===== config.mk =====
export PLATFORM = sky130hd
export DESIGN_NAME = iq_packet_deframer_top
export DESIGN_NICKNAME = d
export VERILOG_FILES = /design/src/rtl/ipd_pkg.sv /design/src/rtl/ipd_front.sv /design/src/rtl/ipd_queue.sv /design/src/rtl/ipd_back.sv /design/src/rtl/iq_packet_deframer_top.sv
export SDC_FILE = /design/constraint.sdc
export NUM_CORES = 1
export LEC_CHECK = 0
export BUFFER_PORTS_ARGS = -buffer_cell sky130_fd_sc_hd__buf_4
export CELL_PAD_IN_SITES_DETAIL_PLACEMENT = 0
export CELL_PAD_IN_SITES_GLOBAL_PLACEMENT = 1
export CORE_UTILIZATION = 45
export CTS_BUF_LIST = sky130_fd_sc_hd__clkbuf_8
export DETAILED_ROUTE_END_ITERATION = 16
export GPL_TIMING_DRIVEN = 0
export PLACE_DENSITY_LB_ADDON = 0.1
export SLEW_MARGIN = 20
export SYNTH_ARGS = -nofsm -noshare
export SYNTH_HDL_FRONTEND = slang
export SYNTH_SLANG_ARGS = --single-unit
export TNS_END_PERCENT = 100

===== constraint.sdc =====
create_clock -name i_clk -period 12 [get_ports i_clk]
set_input_delay 1.2 -clock i_clk [delete_from_list [all_inputs] [get_ports i_clk]]
set_output_delay 1.2 -clock i_clk [all_outputs]
set_load 0.02 [all_outputs]

===== src/rtl/ipd_pkg.sv =====
// ----------------------------------------------------------------------------
// ipd_pkg: shared types and constants for the IQ packet deframer
// Word formats on both channels and on the internal queue, packet kinds and
// header type codes.
// ----------------------------------------------------------------------------
package ipd_pkg;

    // header type codes
    localparam logic [7:0] TYPE_NARROW_0   = 8'h04;
    localparam logic [7:0] TYPE_NARROW_1A  = 8'h84;
    localparam logic [7:0] TYPE_NARROW_1B  = 8'h82;
    localparam logic [7:0] TYPE_WIDE_A_0   = 8'hA4;
    localparam logic [7:0] TYPE_WIDE_A_1   = 8'h85;
    localparam logic [7:0] TYPE_WIDE_B_0   = 8'h84;
    localparam logic [7:0] TYPE_WIDE_B_1   = 8'h81;

    localparam logic [15:0] SEQ_WRAP       = 16'hFFFF;

    // bytes per I/Q pair
    localparam logic [2:0] PAIR_BYTES_NARROW = 3'd4;
    localparam logic [2:0] PAIR_BYTES_WIDE   = 3'd6;

    localparam int QUEUE_DEPTH = 2;

    typedef enum logic [1:0] {
        KIND_DROP   = 2'd0,
        KIND_NARROW = 2'd1,
        KIND_WIDE   = 2'd2
    } t_kind;

    typedef struct packed {
        logic [7:0] data_byte;
        logic       first_byte;
        logic       final_byte;
    } t_in_word;

    typedef struct packed {
        logic signed [23:0] sample_i;
        logic signed [23:0] sample_q;
        logic               wide_format;
        logic [15:0]        packet_gap;
        logic               sample_last;
    } t_out_word;

    // payload byte handed from the header parser to the pair assembler
    typedef struct packed {
        logic [7:0]  data_byte;
        logic        wide;
        logic        pair_start;
        logic        final_byte;
        logic [15:0] gap;
    } t_queue_word;

endpackage


===== src/rtl/ipd_front.sv =====
// ----------------------------------------------------------------------------
// ipd_front: packet header parser
// Tracks byte position, classifies the packet type, checks the sequence
// number and forwards payload bytes of known types to the queue.
// ----------------------------------------------------------------------------
module ipd_front #(
    parameter int MAX_PACKET_BYTES = 2048
) (
    input  logic                 i_clk,
    input  logic                 i_rst_n,
    input  logic                 i_valid,
    output logic                 o_ready,
    input  ipd_pkg::t_in_word    i_word,
    output logic                 o_push_valid,
    input  logic                 i_push_ready,
    output ipd_pkg::t_queue_word o_push_word
);

    localparam int POS_W = $clog2(MAX_PACKET_BYTES + 1);
    localparam logic [POS_W-1:0] POS_TYPE0   = POS_W'(0);
    localparam logic [POS_W-1:0] POS_TYPE1   = POS_W'(1);
    localparam logic [POS_W-1:0] POS_SEQ_LO  = POS_W'(2);
    localparam logic [POS_W-1:0] POS_SEQ_HI  = POS_W'(3);
    localparam logic [POS_W-1:0] POS_PAYLOAD = POS_W'(4);
    localparam logic [POS_W-1:0] POS_LIMIT   = POS_W'(MAX_PACKET_BYTES);

    function automatic ipd_pkg::t_kind classify(input logic [7:0] t0, input logic [7:0] t1);
        ipd_pkg::t_kind k;
        k = ipd_pkg::KIND_DROP;
        if (t0 == ipd_pkg::TYPE_NARROW_0 &&
            (t1 == ipd_pkg::TYPE_NARROW_1A || t1 == ipd_pkg::TYPE_NARROW_1B)) begin
            k = ipd_pkg::KIND_NARROW;
        end else if ((t0 == ipd_pkg::TYPE_WIDE_A_0 && t1 == ipd_pkg::TYPE_WIDE_A_1) ||
                     (t0 == ipd_pkg::TYPE_WIDE_B_0 && t1 == ipd_pkg::TYPE_WIDE_B_1)) begin
            k = ipd_pkg::KIND_WIDE;
        end
        return k;
    endfunction

    logic [POS_W-1:0] r_pos,    n_pos;
    ipd_pkg::t_kind   r_kind,   n_kind;
    logic [7:0]       r_type,   n_type;
    logic [7:0]       r_seq_lo, n_seq_lo;
    logic [15:0]      r_prev,   n_prev;
    logic [15:0]      r_gap,    n_gap;

    logic             accept;
    logic [POS_W-1:0] pos_cur;
    ipd_pkg::t_kind   kind_cur;
    logic             in_range;
    logic             kind_known;
    logic [15:0]      seq;
    logic [15:0]      diff;

    assign o_ready  = i_push_ready;
    assign accept   = i_valid && o_ready;

    // a first-byte mark restarts the packet regardless of position
    assign pos_cur  = i_word.first_byte ? POS_TYPE0 : r_pos;
    assign kind_cur = i_word.first_byte ? ipd_pkg::KIND_DROP : r_kind;
    assign in_range = pos_cur < POS_LIMIT;

    always_comb begin
        case (kind_cur) inside
            ipd_pkg::KIND_NARROW,
            ipd_pkg::KIND_WIDE:   kind_known = 1'b1;
            default:              kind_known = 1'b0;
        endcase
    end

    assign seq  = {i_word.data_byte, r_seq_lo};
    assign diff = seq - r_prev;

    always_comb begin
        n_pos    = r_pos;
        n_kind   = r_kind;
        n_type   = r_type;
        n_seq_lo = r_seq_lo;
        n_prev   = r_prev;
        n_gap    = r_gap;
        if (accept) begin
            n_pos  = pos_cur;
            n_kind = kind_cur;
            if (in_range) begin
                if (pos_cur == POS_TYPE0) begin
                    n_type = i_word.data_byte;
                    n_kind = ipd_pkg::KIND_DROP;
                end else if (pos_cur == POS_TYPE1) begin
                    n_kind = classify(r_type, i_word.data_byte);
                end else if (pos_cur == POS_SEQ_LO) begin
                    n_seq_lo = i_word.data_byte;
                end else if (pos_cur == POS_SEQ_HI) begin
                    n_gap  = (diff > 16'd1) ? diff : 16'd0;
                    n_prev = (seq == ipd_pkg::SEQ_WRAP) ? 16'd0 : seq;
                end
                n_pos = pos_cur + POS_W'(1);
            end
            if (i_word.final_byte) begin
                n_pos  = POS_TYPE0;
                n_kind = ipd_pkg::KIND_DROP;
            end
        end
    end

    assign o_push_valid = accept && in_range && (pos_cur > POS_SEQ_HI) && kind_known;

    always_comb begin
        o_push_word.data_byte  = i_word.data_byte;
        o_push_word.wide       = (kind_cur == ipd_pkg::KIND_WIDE);
        o_push_word.pair_start = (pos_cur == POS_PAYLOAD);
        o_push_word.final_byte = i_word.final_byte;
        o_push_word.gap        = r_gap;
    end

    always_ff @(posedge i_clk) begin
        if (!i_rst_n) begin
            r_pos    <= '0;
            r_kind   <= ipd_pkg::KIND_DROP;
            r_type   <= '0;
            r_seq_lo <= '0;
            r_prev   <= '0;
            r_gap    <= '0;
        end else begin
            r_pos    <= n_pos;
            r_kind   <= n_kind;
            r_type   <= n_type;
            r_seq_lo <= n_seq_lo;
            r_prev   <= n_prev;
            r_gap    <= n_gap;
        end
    end

endmodule


===== src/rtl/ipd_queue.sv =====
// ----------------------------------------------------------------------------
// ipd_queue: short payload byte queue
// Small register FIFO between the header parser and the pair assembler.
// ----------------------------------------------------------------------------
module ipd_queue (
    input  logic                 i_clk,
    input  logic                 i_rst_n,
    input  logic                 i_push_valid,
    output logic                 o_push_ready,
    input  ipd_pkg::t_queue_word i_push_word,
    output logic                 o_pop_valid,
    input  logic                 i_pop_ready,
    output ipd_pkg::t_queue_word o_pop_word
);

    localparam int PTR_W = $clog2(ipd_pkg::QUEUE_DEPTH);
    localparam int CNT_W = $clog2(ipd_pkg::QUEUE_DEPTH + 1);
    localparam logic [CNT_W-1:0] FULL_COUNT = CNT_W'(ipd_pkg::QUEUE_DEPTH);

    ipd_pkg::t_queue_word r_mem [ipd_pkg::QUEUE_DEPTH];
    logic [PTR_W-1:0] r_wr_ptr, n_wr_ptr;
    logic [PTR_W-1:0] r_rd_ptr, n_rd_ptr;
    logic [CNT_W-1:0] r_count,  n_count;

    logic push;
    logic pop;

    assign o_push_ready = (r_count != FULL_COUNT);
    assign o_pop_valid  = (r_count != '0);
    assign o_pop_word   = r_mem[r_rd_ptr];

    assign push = i_push_valid && o_push_ready;
    assign pop  = o_pop_valid && i_pop_ready;

    always_comb begin
        n_wr_ptr = r_wr_ptr;
        n_rd_ptr = r_rd_ptr;
        n_count  = r_count;
        if (push) begin
            n_wr_ptr = (r_wr_ptr == PTR_W'(ipd_pkg::QUEUE_DEPTH - 1)) ? '0
                                                                     : r_wr_ptr + PTR_W'(1);
        end
        if (pop) begin
            n_rd_ptr = (r_rd_ptr == PTR_W'(ipd_pkg::QUEUE_DEPTH - 1)) ? '0
                                                                     : r_rd_ptr + PTR_W'(1);
        end
        if (push && !pop) begin
            n_count = r_count + CNT_W'(1);
        end else if (pop && !push) begin
            n_count = r_count - CNT_W'(1);
        end
    end

    always_ff @(posedge i_clk) begin
        if (push) begin
            r_mem[r_wr_ptr] <= i_push_word;
        end
    end

    always_ff @(posedge i_clk) begin
        if (!i_rst_n) begin
            r_wr_ptr <= '0;
            r_rd_ptr <= '0;
            r_count  <= '0;
        end else begin
            r_wr_ptr <= n_wr_ptr;
            r_rd_ptr <= n_rd_ptr;
            r_count  <= n_count;
        end
    end

endmodule


===== src/rtl/ipd_back.sv =====
// ----------------------------------------------------------------------------
// ipd_back: I/Q pair assembler
// Collects payload bytes into 16-bit or 24-bit pairs, scales to Q1.23 and
// holds each finished pair in the output register.
// ----------------------------------------------------------------------------
module ipd_back (
    input  logic                 i_clk,
    input  logic                 i_rst_n,
    input  logic                 i_pop_valid,
    output logic                 o_pop_ready,
    input  ipd_pkg::t_queue_word i_pop_word,
    output logic                 o_valid,
    input  logic                 i_ready,
    output ipd_pkg::t_out_word   o_word
);

    logic [4:0][7:0]    r_elem;
    logic [2:0]         r_idx, n_idx;
    logic               r_out_valid;
    ipd_pkg::t_out_word r_out_word;

    logic               slot_free;
    logic [2:0]         idx;
    logic [2:0]         need;
    logic               complete;
    logic               pop;
    logic               load;
    ipd_pkg::t_out_word pair;

    assign slot_free = !r_out_valid || i_ready;
    assign need      = i_pop_word.wide ? ipd_pkg::PAIR_BYTES_WIDE : ipd_pkg::PAIR_BYTES_NARROW;

    always_comb begin
        idx = i_pop_word.pair_start ? 3'd0 : r_idx;
        if (idx >= need) begin
            idx = 3'd0;
        end
    end

    assign complete    = (idx + 3'd1) == need;
    assign o_pop_ready = !complete || slot_free;
    assign pop         = i_pop_valid && o_pop_ready;
    assign load        = pop && complete;

    // the closing byte is taken live, never stored
    always_comb begin
        if (i_pop_word.wide) begin
            pair.sample_i = {r_elem[2], r_elem[1], r_elem[0]};
            pair.sample_q = {i_pop_word.data_byte, r_elem[4], r_elem[3]};
        end else begin
            pair.sample_i = {r_elem[1], r_elem[0], 8'h00};
            pair.sample_q = {i_pop_word.data_byte, r_elem[2], 8'h00};
        end
        pair.wide_format = i_pop_word.wide;
        pair.packet_gap  = i_pop_word.gap;
        pair.sample_last = i_pop_word.final_byte;
    end

    always_comb begin
        n_idx = r_idx;
        if (pop) begin
            n_idx = complete ? 3'd0 : idx + 3'd1;
        end
    end

    always_ff @(posedge i_clk) begin
        if (pop && !complete) begin
            r_elem[idx] <= i_pop_word.data_byte;
        end
        if (load) begin
            r_out_word <= pair;
        end
    end

    always_ff @(posedge i_clk) begin
        if (!i_rst_n) begin
            r_idx       <= '0;
            r_out_valid <= 1'b0;
        end else begin
            r_idx <= n_idx;
            if (load) begin
                r_out_valid <= 1'b1;
            end else if (i_ready) begin
                r_out_valid <= 1'b0;
            end
        end
    end

    assign o_valid = r_out_valid;
    assign o_word  = r_out_word;

endmodule


===== src/rtl/iq_packet_deframer_top.sv =====
// ----------------------------------------------------------------------------
// iq_packet_deframer_top: IQ sample packet deframer
// Parses packet headers, reports sequence gaps and emits Q1.23 I/Q pairs
// from 16-bit or 24-bit payloads.
//
//   channel  direction  handshake               word
//   in       input      i_in_valid/o_in_ready   ipd_pkg::t_in_word (one byte)
//   out      output     o_out_valid/i_out_ready ipd_pkg::t_out_word (one pair)
//
// One byte per cycle sustained while the queue has room; a pair appears once
// its closing byte has passed the queue entry and the output register.
// The two-entry queue sets the stall behavior: input stalls only when it is
// full, which happens once the output register is held by a stalled sink.
// Synchronous active-low reset clears position, kind, sequence, queue and
// output valid; no clearing pass.
// ----------------------------------------------------------------------------
module iq_packet_deframer_top #(
    parameter int MAX_PACKET_BYTES = 2048
) (
    input  logic               i_clk,
    input  logic               i_rst_n,
    input  logic               i_in_valid,
    output logic               o_in_ready,
    input  ipd_pkg::t_in_word  i_in_word,
    output logic               o_out_valid,
    input  logic               i_out_ready,
    output ipd_pkg::t_out_word o_out_word
);

    logic                 w_push_valid;
    logic                 w_push_ready;
    ipd_pkg::t_queue_word w_push_word;
    logic                 w_pop_valid;
    logic                 w_pop_ready;
    ipd_pkg::t_queue_word w_pop_word;

    ipd_front #(
        .MAX_PACKET_BYTES (MAX_PACKET_BYTES)
    ) u_front (
        .i_clk        (i_clk),
        .i_rst_n      (i_rst_n),
        .i_valid      (i_in_valid),
        .o_ready      (o_in_ready),
        .i_word       (i_in_word),
        .o_push_valid (w_push_valid),
        .i_push_ready (w_push_ready),
        .o_push_word  (w_push_word)
    );

    ipd_queue u_queue (
        .i_clk        (i_clk),
        .i_rst_n      (i_rst_n),
        .i_push_valid (w_push_valid),
        .o_push_ready (w_push_ready),
        .i_push_word  (w_push_word),
        .o_pop_valid  (w_pop_valid),
        .i_pop_ready  (w_pop_ready),
        .o_pop_word   (w_pop_word)
    );

    ipd_back u_back (
        .i_clk        (i_clk),
        .i_rst_n      (i_rst_n),
        .i_pop_valid  (w_pop_valid),
        .o_pop_ready  (w_pop_ready),
        .i_pop_word   (w_pop_word),
        .o_valid      (o_out_valid),
        .i_ready      (i_out_ready),
        .o_word       (o_out_word)
    );

`ifndef ASSERT_OFF
    // input stalls only because the queue holds words
    a_stall_means_queued: assert property (@(posedge i_clk) disable iff (!i_rst_n)
        !o_in_ready |-> w_pop_valid)
        else $error("input stalled with empty queue");

    // narrow samples are 16-bit values shifted up by 8
    a_narrow_low_zero: assert property (@(posedge i_clk) disable iff (!i_rst_n)
        (o_out_valid && !o_out_word.wide_format) |->
            (o_out_word.sample_i[7:0] == 8'h00 && o_out_word.sample_q[7:0] == 8'h00))
        else $error("narrow sample has nonzero low byte");

    a_reset_clears_out: assert property (@(posedge i_clk)
        !i_rst_n |=> !o_out_valid)
        else $error("output valid after reset");
`endif

endmodule

==> flow_metrics.tcl <==
set metrics [dict create \
    status "finished, final reports clean" \
    finalSetupViolCount 0 \
    wirelength_mm 20.6 \
    std_cell_rows 53 \
    max_cap_viol_count 0 \
    clock-sinks 231 \
    finalPower_mw 1.59 \
    cp_cell_sequence "buf_2 -> mux2i_2 -> clkbuf_1 -> inv_1 -> ha_1 -> inv_1 -> o21ai_0 -> a21oi_1 -> ha_1 -> xnor2_1 -> nor2_1 -> nand2b_1 -> nor3b_2 -> buf_4 -> buf_4 -> buf_4 -> buf_4" \
    ys.flop_type "edfxtp_1" \
    grt_util_all_layers 0.189 \
    slew_violations 0 \
    critical-path-max-stage-delay_ns 0.64 \
    yosys.area.top_type "edfxtp_1" \
    grt_pass1_wl_mm 32.8 \
    max_freq_mhz 204 \
    cp_top_family "buffers and inverters" \
    tns_ns 0 \
    numCtsBuffers 39 \
    cts_tree "done" \
    ys_warn_count 0 \
    yosys-top-cells-count "160 x edfxtp_1, 71 x dfxtp_1, 68 x nand2_1, 49 x mux2_2, 39 x nor2b_1" \
    syn_nets 801 \
    clock_latency_ns 0.54 \
    min_to "u_front.r_prev[6]" \
    finalHoldViolCount 0 \
    num_vias 6350 \
    numPortBuffers 80 \
    place_hpwl_mm 14.6 \
    initial_utilization 0.463 \
    post-cts-setup-buffers 0 \
    path_clk_slew_ns 0.06 \
    timing.rr.end "u_back.o_word[5]" \
    die_area_um2 22500 \
    synth-edff-count 160 \
    path_max_fanout 11 \
    routed_via_density 5.29 \
    period_share 0.408 \
    ys_seq_elements 231 \
    crit_top_cell "buf_4" \
    rsz0062_at_grt "no" \
    grt_pass1_vias 6315 \
    area_growth_pct 18.3 \
    endpoint_kind "flop" \
    dp.cells 1128 \
    clk_path_buf_depth 3 \
    ctsResizeCount 0 \
    drc_errors 0 \
    slew-limit-headroom 0.432 \
    fin_skew_ns 0.0231 \
    gp_congestion 0.862 \
    hold_path_depth 2 \
    synth_area_um2 9860 \
    p_leak_nw 4.16 \
    synth_top_cells_by_area "edfxtp_1 49%, dfxtp_1 14%, mux2_2 5.6%" \
    routedWlPerCell_um 17.2 \
    min_path_type "reg2reg" \
    max_slew.worst_pin.slew_ns 0.849 \
    die_height_um 150 \
    synth.most_common_cell "edfxtp_1" \
    crit_buf_inv 8 \
    drt_iter0_drc 280 \
    syn_avg_cell_area_um2 12.9 \
    cts_hold_buf 0 \
    worstPathRequired_ns 12.22 \
    synth_top_area_share 0.487 \
    ff2ff_path_depth 17 \
    drive_above_1_share 0.251 \
    ant_nets 0 \
    core_area_um2 21300 \
    syn_inst 763 \
    grt_start_max_net_pins 28 \
    cellPowerDensity_nw_per_um2 136 \
    dr.pass1.iters 5 \
    io_pins 82 \
    finalNetCount 932 \
    ys_seq_area_frac 0.631 \
    critPathKind "reg2reg" \
    register_area_um2 6230 \
    fillCellCount 1801 \
    r2r_slack_ns 7.11 \
    ir_drop_mv 0.0675 \
    synthDistinctLibCells 73 \
    start_kind "flop" \
    cts_root_buf "clkbuf_8" \
    hold_start "u_front.r_prev[6]" \
    crit_arrival_ns 5.12 \
    finalNonFillerCells 1200 \
    htree_levels 2 \
    multi_input_area_um2 3400 \
    finalCriticalPeriod_ns 4.89 \
    grt-ovfl-total 0 \
    antenna_found_initial 0 \
    slowest_stage "nor3b_2" \
    die_w_um 150 \
    async_flop_share 0 \
    n_antenna_cell 0 \
]
-- metal layers --
layer / vias up / GRT usage / share of wire
met5: - / 0 / 0
met4: 0 / 0.0697 / 0.025
met3: 45 / 0.0409 / 0.054
met2: 151 / 0.306 / 0.46
met1: 3071 / 0.250 / 0.46
li1: 3083 / - / -
-- cells in the final DEF, fill, tap and decap left out, types with 7 or more instances in the layout --
cell and n:
buf_4 91, a21oi_1 15, clkbuf_8 42, ha_1 23
nor2_1 17, nand3_1 37, dfxtp_1 71, and2_1 16
mux2i_1 9, or3_1 7, mux2_2 49, nor3_1 9
inv_1 41, a21boi_1 19, edfxtp_1 160, clkbuf_1 20
o21ai_0 24, buf_2 8, nand4_1 7, nor2b_1 39
a21boi_0 19, nand2_1 68, clkinv_2 9
-- worst max-delay path by stage --
stage	from	endpoint	slack, ns	cells past startpoint
after floorplan	flop	u_back.o_word[0]	4.14	13
after global placement	flop	u_back.o_word[3]	1.84	13
after detailed placement	flop	u_back.o_word[3]	7.02	17
after CTS	flop	u_back.o_word[5]	7.01	17
after global routing	flop	u_back.o_word[11]	6.72	17
final	flop	u_back.o_word[5]	7.11	17
-- registers in the layout, indices dropped and copies added, names as in the netlist, named ones only --
signal	count
u_back.r_elem	40
u_queue.r_mem	54
u_front.r_pos	12
u_back.o_valid	1
u_queue.r_count	2
u_queue.r_rd_ptr	1
u_back.r_idx	3
u_front.r_gap	16
u_front.r_seq_lo	8
u_front.r_prev	16
u_front.r_type	8
u_back.o_word	66
u_queue.r_wr_ptr	1
u_front.r_kind	2
-- through the flow --
step	hold WS [ns]	instance area (µm²)	util	setup WS (ns)
final	0.451	11700	0.548	7.11
after CTS	0.452	11700	0.548	7.01
after global placement	0.441	10800	0.508	1.84
after detailed placement	0.445	10900	0.512	7.02
after floorplan	0.425	9860	-	4.14
after global routing	0.472	11700	0.548	6.72
-- power by group --
part | total (mW) | internal, mW | switching (mW)
Combinational | 0.0549 | 0.0217 | 0.0332
Clock | 0.682 | 0.369 | 0.312
Sequential | 0.849 | 0.847 | 0.00180
-- worst reg2reg max path: stages (launching register included) --
cell and delay (ns):
dfxtp_1 0.31, buf_2 0.27, mux2i_2 0.45, clkbuf_1 0.44
inv_1 0.17, ha_1 0.31, inv_1 0.04, o21ai_0 0.16
a21oi_1 0.10, ha_1 0.34, xnor2_1 0.14, nor2_1 0.14
nand2b_1 0.14, nor3b_2 0.64, buf_4 0.31, buf_4 0.21
buf_4 0.20, buf_4 0.22
-- cell families (layout without fill, tap and decap cells) --
logic type / Yosys count / after routing / synth area share
AOI/OAI and AO/OA: 135 / 135 / 0.0972
xor gates and xnor gates: 10 / 10 / 0.00888
adders and majority gates: 24 / 24 / 0.0312
buffers and inverters: 61 / 223 / 0.0270
DFF: 231 / 231 / 0.631
muxes: 59 / 59 / 0.0665
and+or+nand+nor: 243 / 243 / 0.138
-- final cells by class --
class                           count  share of cell area
Inverter                           29             0.00933
Multi-Input combinational cell    471               0.291
Sequential cell                   231               0.534
Timing Repair Buffer               90              0.0573
Clock buffer                       42              0.0496
Clock inverter                     30              0.0159
Buffer                             32              0.0135
Tap cell                          275              0.0295
(Power assumes the default switching activity.)
